File: config.mk
export PLATFORM = sky130hd
export DESIGN_NAME = complex_accumulator_alu
export DESIGN_NICKNAME = d
export VERILOG_FILES = /design/src/rtl/core/cacc_pkg.sv /design/src/rtl/core/cacc_ctrl.sv /design/src/rtl/core/cacc_dp.sv /design/src/rtl/core/complex_accumulator_alu.sv
export SDC_FILE = /design/constraint.sdc
export NUM_CORES = 2
export LEC_CHECK = 0
export ABC_AREA = 1
export BUFFER_PORTS_ARGS = -buffer_cell sky130_fd_sc_hd__buf_2
export CORE_UTILIZATION = 50
export CTS_CLUSTER_SIZE = 16
export DETAILED_ROUTE_END_ITERATION = 8
export PLACE_DENSITY = 0.66
export REMOVE_ABC_BUFFERS = 1
export SLEW_MARGIN = 20
export SYNTH_ARGS = -nofsm -noshare
export SYNTH_HDL_FRONTEND = slang
export SYNTH_SLANG_ARGS = --single-unit
File: constraint.sdc
create_clock -name clk -period 26.1 [get_ports clk]
set_clock_uncertainty 0.1 [all_clocks]
set_input_delay 1.305 -clock clk [delete_from_list [all_inputs] [get_ports clk]]
set_output_delay 1.305 -clock clk [all_outputs]
set_load 0.01 [all_outputs]
File: src/rtl/core/cacc_pkg.sv
// ----------------------------------------------------------------------------
// cacc_pkg
// Shared types, constants and the saturation function of the complex
// accumulator.
// ----------------------------------------------------------------------------
package cacc_pkg;

	localparam int VALUE_W           = 32;
	localparam int EXP_W             = 16;
	localparam int CNT_W             = EXP_W - 1;
	localparam int PROD_W            = 2 * VALUE_W;
	localparam int SUM_W             = 2 * VALUE_W + 1;
	localparam int DEFAULT_FRAC_BITS = 16;
	localparam int STEP_W            = 3;
	localparam int IN_TDATA_W        = 2 * VALUE_W + EXP_W;
	localparam int OUT_TDATA_W       = 2 * VALUE_W;

	localparam logic [STEP_W-1:0] STEP_LAST = STEP_W'(4);

	localparam logic signed [SUM_W-1:0] VMAX_WIDE =
		$signed({{(SUM_W-VALUE_W+1){1'b0}}, {(VALUE_W-1){1'b1}}});
	localparam logic signed [SUM_W-1:0] VMIN_WIDE =
		$signed({{(SUM_W-VALUE_W+1){1'b1}}, {(VALUE_W-1){1'b0}}});

	typedef enum logic [2:0] {
		ACT_CLEAR   = 3'd0,
		ACT_ADD     = 3'd1,
		ACT_SUB     = 3'd2,
		ACT_MUL     = 3'd3,
		ACT_CONJ    = 3'd4,
		ACT_POW     = 3'd5,
		ACT_READ    = 3'd6,
		ACT_INVALID = 3'd7
	} action_t;

	typedef enum logic [1:0] {
		ST_OK      = 2'd0,
		ST_NEG_EXP = 2'd1,
		ST_BAD_ACT = 2'd2,
		ST_SAT     = 2'd3
	} status_t;

	typedef struct packed {
		logic              latch;
		logic              exec;
		logic              mul_en;
		logic [STEP_W-1:0] step;
		logic              sat_step;
		logic              wb;
		logic              load_out;
	} cmd_t;

	typedef struct packed {
		logic loop_req;
		logic wb_req;
		logic cnt_last;
		logic out_busy;
	} dp_stat_t;

	typedef struct packed {
		logic                      sat;
		logic signed [VALUE_W-1:0] val;
	} sat_t;

	function automatic sat_t sat_wide(input logic signed [SUM_W-1:0] v);
		sat_t r;
		if (v > VMAX_WIDE) begin
			r.sat = 1'b1;
			r.val = VMAX_WIDE[VALUE_W-1:0];
		end else if (v < VMIN_WIDE) begin
			r.sat = 1'b1;
			r.val = VMIN_WIDE[VALUE_W-1:0];
		end else begin
			r.sat = 1'b0;
			r.val = v[VALUE_W-1:0];
		end
		return r;
	endfunction

endpackage

File: src/rtl/core/cacc_ctrl.sv
// ----------------------------------------------------------------------------
// cacc_ctrl
// Sequencer of the complex accumulator: takes a request, runs the execute
// step and, where the action needs them, the multiply, saturate and
// write-back steps, and hands the result to the output register.
// ----------------------------------------------------------------------------
module cacc_ctrl (
	input  logic              clk,
	input  logic              arst_n,
	input  logic              in_valid,
	output logic              in_ready,
	input  cacc_pkg::dp_stat_t stat,
	output cacc_pkg::cmd_t    cmd
);
	import cacc_pkg::*;

	typedef enum logic [5:0] {
		S_IDLE = 6'b000001,
		S_EXEC = 6'b000010,
		S_MUL  = 6'b000100,
		S_SAT  = 6'b001000,
		S_WB   = 6'b010000,
		S_OUT  = 6'b100000
	} state_t;

	state_t            state_q, state_d;
	logic [STEP_W-1:0] step_q, step_d;

	always_comb begin
		state_d      = state_q;
		step_d       = step_q;
		cmd          = '0;
		cmd.step     = step_q;
		in_ready     = 1'b0;
		case (state_q)
			S_IDLE: begin
				in_ready = 1'b1;
				if (in_valid) begin
					cmd.latch = 1'b1;
					state_d   = S_EXEC;
				end
			end
			S_EXEC: begin
				cmd.exec = 1'b1;
				step_d   = '0;
				if (stat.loop_req) begin
					state_d = S_MUL;
				end else if (stat.wb_req) begin
					state_d = S_WB;
				end else begin
					state_d = S_OUT;
				end
			end
			S_MUL: begin
				cmd.mul_en = 1'b1;
				if (step_q == STEP_LAST) begin
					step_d  = '0;
					state_d = S_SAT;
				end else begin
					step_d = step_q + STEP_W'(1);
				end
			end
			S_SAT: begin
				cmd.sat_step = 1'b1;
				if (stat.cnt_last) begin
					state_d = S_WB;
				end else begin
					state_d = S_MUL;
				end
			end
			S_WB: begin
				cmd.wb  = 1'b1;
				state_d = S_OUT;
			end
			S_OUT: begin
				if (!stat.out_busy) begin
					cmd.load_out = 1'b1;
					state_d      = S_IDLE;
				end
			end
			default: begin
				state_d = S_IDLE;
			end
		endcase
	end

	always_ff @(posedge clk or negedge arst_n) begin
		if (!arst_n) begin
			state_q <= S_IDLE;
			step_q  <= '0;
		end else begin
			state_q <= state_d;
			step_q  <= step_d;
		end
	end

endmodule

File: src/rtl/core/cacc_dp.sv
// ----------------------------------------------------------------------------
// cacc_dp
// Datapath of the complex accumulator: accumulator and working registers,
// one shared 32x32 multiplier with product register, wide sums, saturation
// and the output register.
// ----------------------------------------------------------------------------
module cacc_dp #(
	parameter int FRAC_BITS = cacc_pkg::DEFAULT_FRAC_BITS
) (
	input  logic                                 clk,
	input  logic                                 arst_n,
	input  cacc_pkg::cmd_t                       cmd,
	output cacc_pkg::dp_stat_t                   stat,
	input  logic [2:0]                           in_action,
	input  logic signed [cacc_pkg::VALUE_W-1:0]  in_re,
	input  logic signed [cacc_pkg::VALUE_W-1:0]  in_im,
	input  logic signed [cacc_pkg::EXP_W-1:0]    in_exp,
	output logic                                 out_valid,
	input  logic                                 out_ready,
	output logic [cacc_pkg::VALUE_W-1:0]         out_re,
	output logic [cacc_pkg::VALUE_W-1:0]         out_im,
	output logic [1:0]                           out_status
);
	import cacc_pkg::*;

	localparam logic signed [SUM_W-1:0] ONE_WIDE = SUM_W'(1) <<< FRAC_BITS;

	action_t                   action_q;
	logic signed [VALUE_W-1:0] op_re_q, op_im_q;
	logic signed [EXP_W-1:0]   exp_q;
	logic signed [VALUE_W-1:0] acc_re_q, acc_im_q;
	logic signed [VALUE_W-1:0] w_re_q, w_im_q;
	logic signed [VALUE_W-1:0] b_re_q, b_im_q;
	logic signed [PROD_W-1:0]  p_q;
	logic signed [SUM_W-1:0]   re_sum_q, im_sum_q;
	logic [CNT_W-1:0]          cnt_q;
	status_t                   code_q;
	logic                      sat_q;
	logic                      out_vld_q;
	logic [VALUE_W-1:0]        out_re_q, out_im_q;
	status_t                   out_st_q;

	logic signed [VALUE_W-1:0] mul_a, mul_b;
	sat_t                      one_r, add_re, add_im, sub_re, sub_im, conj_im;
	sat_t                      prod_re, prod_im;
	logic                      exp_neg, exp_zero;

	assign exp_neg  = exp_q[EXP_W-1];
	assign exp_zero = (exp_q == '0);

	assign one_r   = sat_wide(ONE_WIDE);
	assign add_re  = sat_wide(SUM_W'(acc_re_q) + SUM_W'(op_re_q));
	assign add_im  = sat_wide(SUM_W'(acc_im_q) + SUM_W'(op_im_q));
	assign sub_re  = sat_wide(SUM_W'(acc_re_q) - SUM_W'(op_re_q));
	assign sub_im  = sat_wide(SUM_W'(acc_im_q) - SUM_W'(op_im_q));
	assign conj_im = sat_wide(-SUM_W'(acc_im_q));
	assign prod_re = sat_wide(re_sum_q >>> FRAC_BITS);
	assign prod_im = sat_wide(im_sum_q >>> FRAC_BITS);

	always_comb begin
		case (cmd.step[1:0])
			2'd0: begin
				mul_a = w_re_q;
				mul_b = b_re_q;
			end
			2'd1: begin
				mul_a = w_im_q;
				mul_b = b_im_q;
			end
			2'd2: begin
				mul_a = w_re_q;
				mul_b = b_im_q;
			end
			default: begin
				mul_a = w_im_q;
				mul_b = b_re_q;
			end
		endcase
	end

	assign stat.loop_req = (action_q == ACT_MUL) ||
		((action_q == ACT_POW) && !exp_neg && !exp_zero);
	assign stat.wb_req   = (action_q == ACT_POW) && !exp_neg && exp_zero;
	assign stat.cnt_last = (cnt_q == CNT_W'(1));
	assign stat.out_busy = out_vld_q && !out_ready;

	always_ff @(posedge clk) begin
		if (cmd.latch) begin
			action_q <= action_t'(in_action);
			op_re_q  <= in_re;
			op_im_q  <= in_im;
			exp_q    <= in_exp;
		end
		if (cmd.mul_en) begin
			if (cmd.step != STEP_LAST) begin
				p_q <= mul_a * mul_b;
			end
			case (cmd.step)
				STEP_W'(1): re_sum_q <= SUM_W'(p_q);
				STEP_W'(2): re_sum_q <= re_sum_q - SUM_W'(p_q);
				STEP_W'(3): im_sum_q <= SUM_W'(p_q);
				STEP_W'(4): im_sum_q <= im_sum_q + SUM_W'(p_q);
				default: begin
				end
			endcase
		end
		if (cmd.sat_step) begin
			w_re_q <= prod_re.val;
			w_im_q <= prod_im.val;
			cnt_q  <= cnt_q - CNT_W'(1);
		end
		if (cmd.exec) begin
			case (action_q)
				ACT_MUL: begin
					w_re_q <= acc_re_q;
					w_im_q <= acc_im_q;
					b_re_q <= op_re_q;
					b_im_q <= op_im_q;
					cnt_q  <= CNT_W'(1);
				end
				ACT_POW: begin
					w_re_q <= one_r.val;
					w_im_q <= '0;
					b_re_q <= acc_re_q;
					b_im_q <= acc_im_q;
					cnt_q  <= exp_q[CNT_W-1:0];
				end
				default: begin
				end
			endcase
		end
		if (cmd.load_out) begin
			out_re_q <= acc_re_q;
			out_im_q <= acc_im_q;
			out_st_q <= (code_q == ST_OK && sat_q) ? ST_SAT : code_q;
		end
	end

	always_ff @(posedge clk or negedge arst_n) begin
		if (!arst_n) begin
			acc_re_q  <= '0;
			acc_im_q  <= '0;
			code_q    <= ST_OK;
			sat_q     <= 1'b0;
			out_vld_q <= 1'b0;
		end else begin
			if (cmd.exec) begin
				code_q <= ST_OK;
				sat_q  <= 1'b0;
				case (action_q)
					ACT_CLEAR: begin
						acc_re_q <= '0;
						acc_im_q <= '0;
					end
					ACT_ADD: begin
						acc_re_q <= add_re.val;
						acc_im_q <= add_im.val;
						sat_q    <= add_re.sat || add_im.sat;
					end
					ACT_SUB: begin
						acc_re_q <= sub_re.val;
						acc_im_q <= sub_im.val;
						sat_q    <= sub_re.sat || sub_im.sat;
					end
					ACT_CONJ: begin
						acc_im_q <= conj_im.val;
						sat_q    <= conj_im.sat;
					end
					ACT_POW: begin
						if (exp_neg) begin
							code_q <= ST_NEG_EXP;
						end else begin
							sat_q <= one_r.sat;
						end
					end
					ACT_INVALID: begin
						code_q <= ST_BAD_ACT;
					end
					default: begin
					end
				endcase
			end
			if (cmd.sat_step && (prod_re.sat || prod_im.sat)) begin
				sat_q <= 1'b1;
			end
			if (cmd.wb) begin
				acc_re_q <= w_re_q;
				acc_im_q <= w_im_q;
			end
			if (cmd.load_out) begin
				out_vld_q <= 1'b1;
			end else if (out_ready) begin
				out_vld_q <= 1'b0;
			end
		end
	end

	assign out_valid  = out_vld_q;
	assign out_re     = out_re_q;
	assign out_im     = out_im_q;
	assign out_status = out_st_q;

endmodule

File: src/rtl/core/complex_accumulator_alu.sv
// Multiply and power run the shared multiplier, which forms four products
// per pass; a power of n takes n passes, the other actions none.
// Throughput: one request at a time; the next is taken when the result is
// in the output register, which frees when the sink takes it.
// Reset: asynchronous, active low; clears the accumulator and the control.
// ----------------------------------------------------------------------------
// complex_accumulator_alu
// Complex accumulator in signed fixed point with add, subtract, multiply,
// conjugate, power, clear and read actions and saturating results.
// ----------------------------------------------------------------------------
module complex_accumulator_alu #(
	parameter int FRAC_BITS = cacc_pkg::DEFAULT_FRAC_BITS
) (
	input  logic                                 clk,
	input  logic                                 arst_n,
	input  logic                                 s_axis_tvalid,
	output logic                                 s_axis_tready,
	// operand_re [31:0], operand_im [63:32], exponent [79:64]
	input  logic [cacc_pkg::IN_TDATA_W-1:0]      s_axis_tdata,
	// action [2:0]
	input  logic [2:0]                           s_axis_tuser,
	output logic                                 m_axis_tvalid,
	input  logic                                 m_axis_tready,
	// value_re [31:0], value_im [63:32]
	output logic [cacc_pkg::OUT_TDATA_W-1:0]     m_axis_tdata,
	// status [1:0]
	output logic [1:0]                           m_axis_tuser
);
	import cacc_pkg::*;

	cmd_t               cmd;
	dp_stat_t           stat;
	logic [VALUE_W-1:0] out_re, out_im;

	cacc_ctrl u_ctrl (
		.clk      (clk),
		.arst_n   (arst_n),
		.in_valid (s_axis_tvalid),
		.in_ready (s_axis_tready),
		.stat     (stat),
		.cmd      (cmd)
	);

	cacc_dp #(
		.FRAC_BITS (FRAC_BITS)
	) u_dp (
		.clk        (clk),
		.arst_n     (arst_n),
		.cmd        (cmd),
		.stat       (stat),
		.in_action  (s_axis_tuser),
		.in_re      ($signed(s_axis_tdata[VALUE_W-1:0])),
		.in_im      ($signed(s_axis_tdata[2*VALUE_W-1:VALUE_W])),
		.in_exp     ($signed(s_axis_tdata[IN_TDATA_W-1:2*VALUE_W])),
		.out_valid  (m_axis_tvalid),
		.out_ready  (m_axis_tready),
		.out_re     (out_re),
		.out_im     (out_im),
		.out_status (m_axis_tuser)
	);

	assign m_axis_tdata = {out_im, out_re};

endmodule

==> results.json <==
{
  "status": "finished, violations left",
  "failed_checks": "design-rule violations",
  "routedWlPerCell_um": 25.2,
  "arrival_ns": 11.63,
  "via_per_inst": 5.78,
  "clk_path_buf_depth": 3,
  "finalSetupViolCount": 0,
  "route.met3.wl_um": 34300,
  "required_ns": 26.42,
  "path_clk_slew_ns": 0.07,
  "route.met2.wl_um": 129000,
  "yosys-top-cells-count": "2,045 x inv_1, 1,837 x nand2_1, 1,190 x nor2_1",
  "dpl.cell_count": 11900,
  "cts_tree": "done",
  "insertion_delay_ns": 0.67,
  "grt_max_degree": 76,
  "drive_gt1_share_pct": 5.87,
  "rsz0062_at_grt": "false",
  "fmax_ghz": 0.0884,
  "synth_area_leaders": "fa_1 28%, edfxtp_1 16%, inv_1 9.8%",
  "reg2reg_depth": 31,
  "grt_pass1_wl_um": 448000,
  "syn_inst": 9958,
  "wirelength_um": 304000,
  "antenna_found_initial": 23,
  "slew_viol_final": 0,
  "hp-class": "reg -> reg",
  "globalplace.congestion": 1.03,
  "yosysSeqAreaShare_pct": 20.2,
  "drc": 15,
  "synth_edf_count": 407,
  "yosysMostFrequentCell": "inv_1",
  "r2r_start": "u_ctrl.step_q[1]",
  "first_global_vias": 68200,
  "numClockSinks": 563,
  "firstDrtPassIters": 9,
  "syn_area_per_cell_um2": 7.83,
  "grt_use_total_pct": 38.5,
  "htree_num_levels": 2,
  "max_stage_delay_ns": 0.89,
  "chipHeight_um": 397,
  "hold_viol": 0,
  "min_from": "u_dp.acc_re_q[0]",
  "async_reset_ff_share_pct": 13.7,
  "nets": 11600,
  "synth_top_area_share_pct": 27.9,
  "max_slew_margin_pct": 20.3,
  "yosysTopAreaCell": "fa_1",
  "antenna_left": 0,
  "cts_made_buffers": 59,
  "holdPathStages": 0,
  "ctsHoldBuffers": 0,
  "synth-seq-cells": 563,
  "fin_cells": 12100,
  "syn_area_mm2": 0.0780,
  "finalCritPeriodShare_pct": 43.3,
  "synth.distinct_cells": 72,
  "critPathLaunchType": "register",
  "reg2reg_slack_ns": 14.79,
  "cts-root-buf": "clkbuf_16",
  "start_util_pct": 50.5,
  "ys.flop_type": "edfxtp_1",
  "fp.dieW_um": 397,
  "cp_slowest_cell": "ha_2",
  "io_pins": 155,
  "min_to": "u_dp.out_re[0]",
  "synth_warnings": 0,
  "port_buffers": 154,
  "grt-ovfl-total": 0,
  "vias": 69800,
  "crit_type": "reg -> reg",
  "worst_slew_pin_slew_ns": 1.19,
  "finalSetupTns_ns": 0,
  "cts_setup_buffers": 0,
  "cts-resized-gates": 0,
  "fin_crit_ns": 11.31,
  "area_growth_pct": 6.84,
  "crit_path_end_kind": "register",
  "wl_met1_um": 127000,
  "dieArea_mm2": 0.157,
  "top_layer_used": "met5",
  "drt_iter0_drc": 8026,
  "cp_max_fo": 31,
  "core_area_mm2": 0.154,
  "maxCapViolCount": 0,
  "hpwl_um": 248000,
  "row_count": 144,
  "reg2reg_to": "u_dp.p_q[62]"
}
area by class of cell:
| cell class | count | area (um2) |
|---|---|---|
| fill | 15000 | 71100 |
| multi-input combinational | 6982 | 53300 |
| sequential | 563 | 15700 |
| inverter | 2079 | 7800 |
| tap | 2044 | 2560 |
| timing repair buffer | 271 | 1680 |
| clock buffer | 74 | 1670 |
| clock inverter | 38 | 479 |
| antenna | 15 | 37.5 |
state kept, by name, summed over array words and instances, names as in the netlist, 2 cells and up:
register	count
u_dp.p_q	64
u_ctrl.step_q	3
u_dp.acc_re_q	32
u_dp.acc_im_q	32
u_dp.out_status	2
u_dp.b_re_q	32
u_dp.w_im_q	32
u_dp.out_re	32
u_dp.b_im_q	32
u_dp.im_sum_q	65
u_dp.action_q	3
u_dp.w_re_q	32
u_ctrl.state_q	6
u_dp.out_im	32
u_dp.op_im_q	32
u_dp.re_sum_q	65
u_dp.op_re_q	32
u_dp.cnt_q	15
u_dp.exp_q	16
u_dp.code_q	2
worst max path at each step:
| stage | startpoint | end | slack (ns) | depth (start not counted) |
|---|---|---|---|---|
| CTS | u_ctrl.step_q[1] | u_dp.p_q[61] | 14.84 | 28 |
| floorplan | u_dp.action_q[1] | u_dp.w_re_q[3] | 15.70 | 7 |
| finish | u_ctrl.step_q[1] | u_dp.p_q[62] | 14.79 | 31 |
| detailed placement | u_ctrl.step_q[1] | u_dp.p_q[61] | 14.78 | 28 |
| global placement | u_ctrl.step_q[0] | u_dp.p_q[62] | 14.91 | 27 |
| global route | u_ctrl.step_q[0] | u_dp.p_q[63] | 14.20 | 29 |
per-stage QoR:
step                instance area (um2)  utilization, %  setup slack [ns]  hold slack (ns)
floorplan                         76600               -             15.70            0.353
global placement                  81100            52.5             14.91            0.367
detailed placement                81100            52.5             14.78            0.376
CTS                               83200            53.9             14.84            0.408
global route                      83300            53.9             14.20            0.408
finish                            83300            53.9             14.79            0.405
metal layers:
| metal | vias up | track usage (%) |
|---|---|---|
| li1 | 30900 | - |
| met1 | 34400 | 55.1 |
| met2 | 3785 | 56.2 |
| met3 | 602 | 9.39 |
| met4 | 16 | 14.7 |
| met5 | - | 0 |
layout by cell type (no fill, tap or decap), drive strengths merged, types with 34 or more instances in the layout:
master,count
ha,450
nand2,1852
xor2,169
buf,271
a21oi,549
edfxtp,407
nand3,304
a31oi,76
nor3,81
a21o,52
fa,1088
nand4,45
xnor2,80
dfxtp,79
inv,2068
o22ai,64
or2,75
o21ai,691
clkinv,34
clkbuf,74
dfrtp,76
nor2,1205
critical path, delay by kind of cell, from the launching register on:
kind | cells | cell delay (ns)
compound gates | 7 | 1.79
xor+xnor | 1 | 0.09
fa+ha+maj | 10 | 5.28
buf+inv | 10 | 2.44
flops | 1 | 0.38
simple gates | 3 | 0.90
logic make-up (layout without fill, tap and decap cells):
logic type	after synthesis	count (layout)	synth area share, %
AOI/OAI and AO/OA	1577	1577	11.1
adders and majority gates	1538	1538	35.2
and+or+nand+nor	3616	3616	18.9
DFF	563	563	20.2
buffers and inverters	2413	2462	11.8
xor gates and xnor gates	249	249	2.80
other	0	15	0
muxes	2	2	0.0257
Power is left out: the tool's default activity adds up to more than one toggle a clock period on the data nets, which glitch-free logic cannot reach.
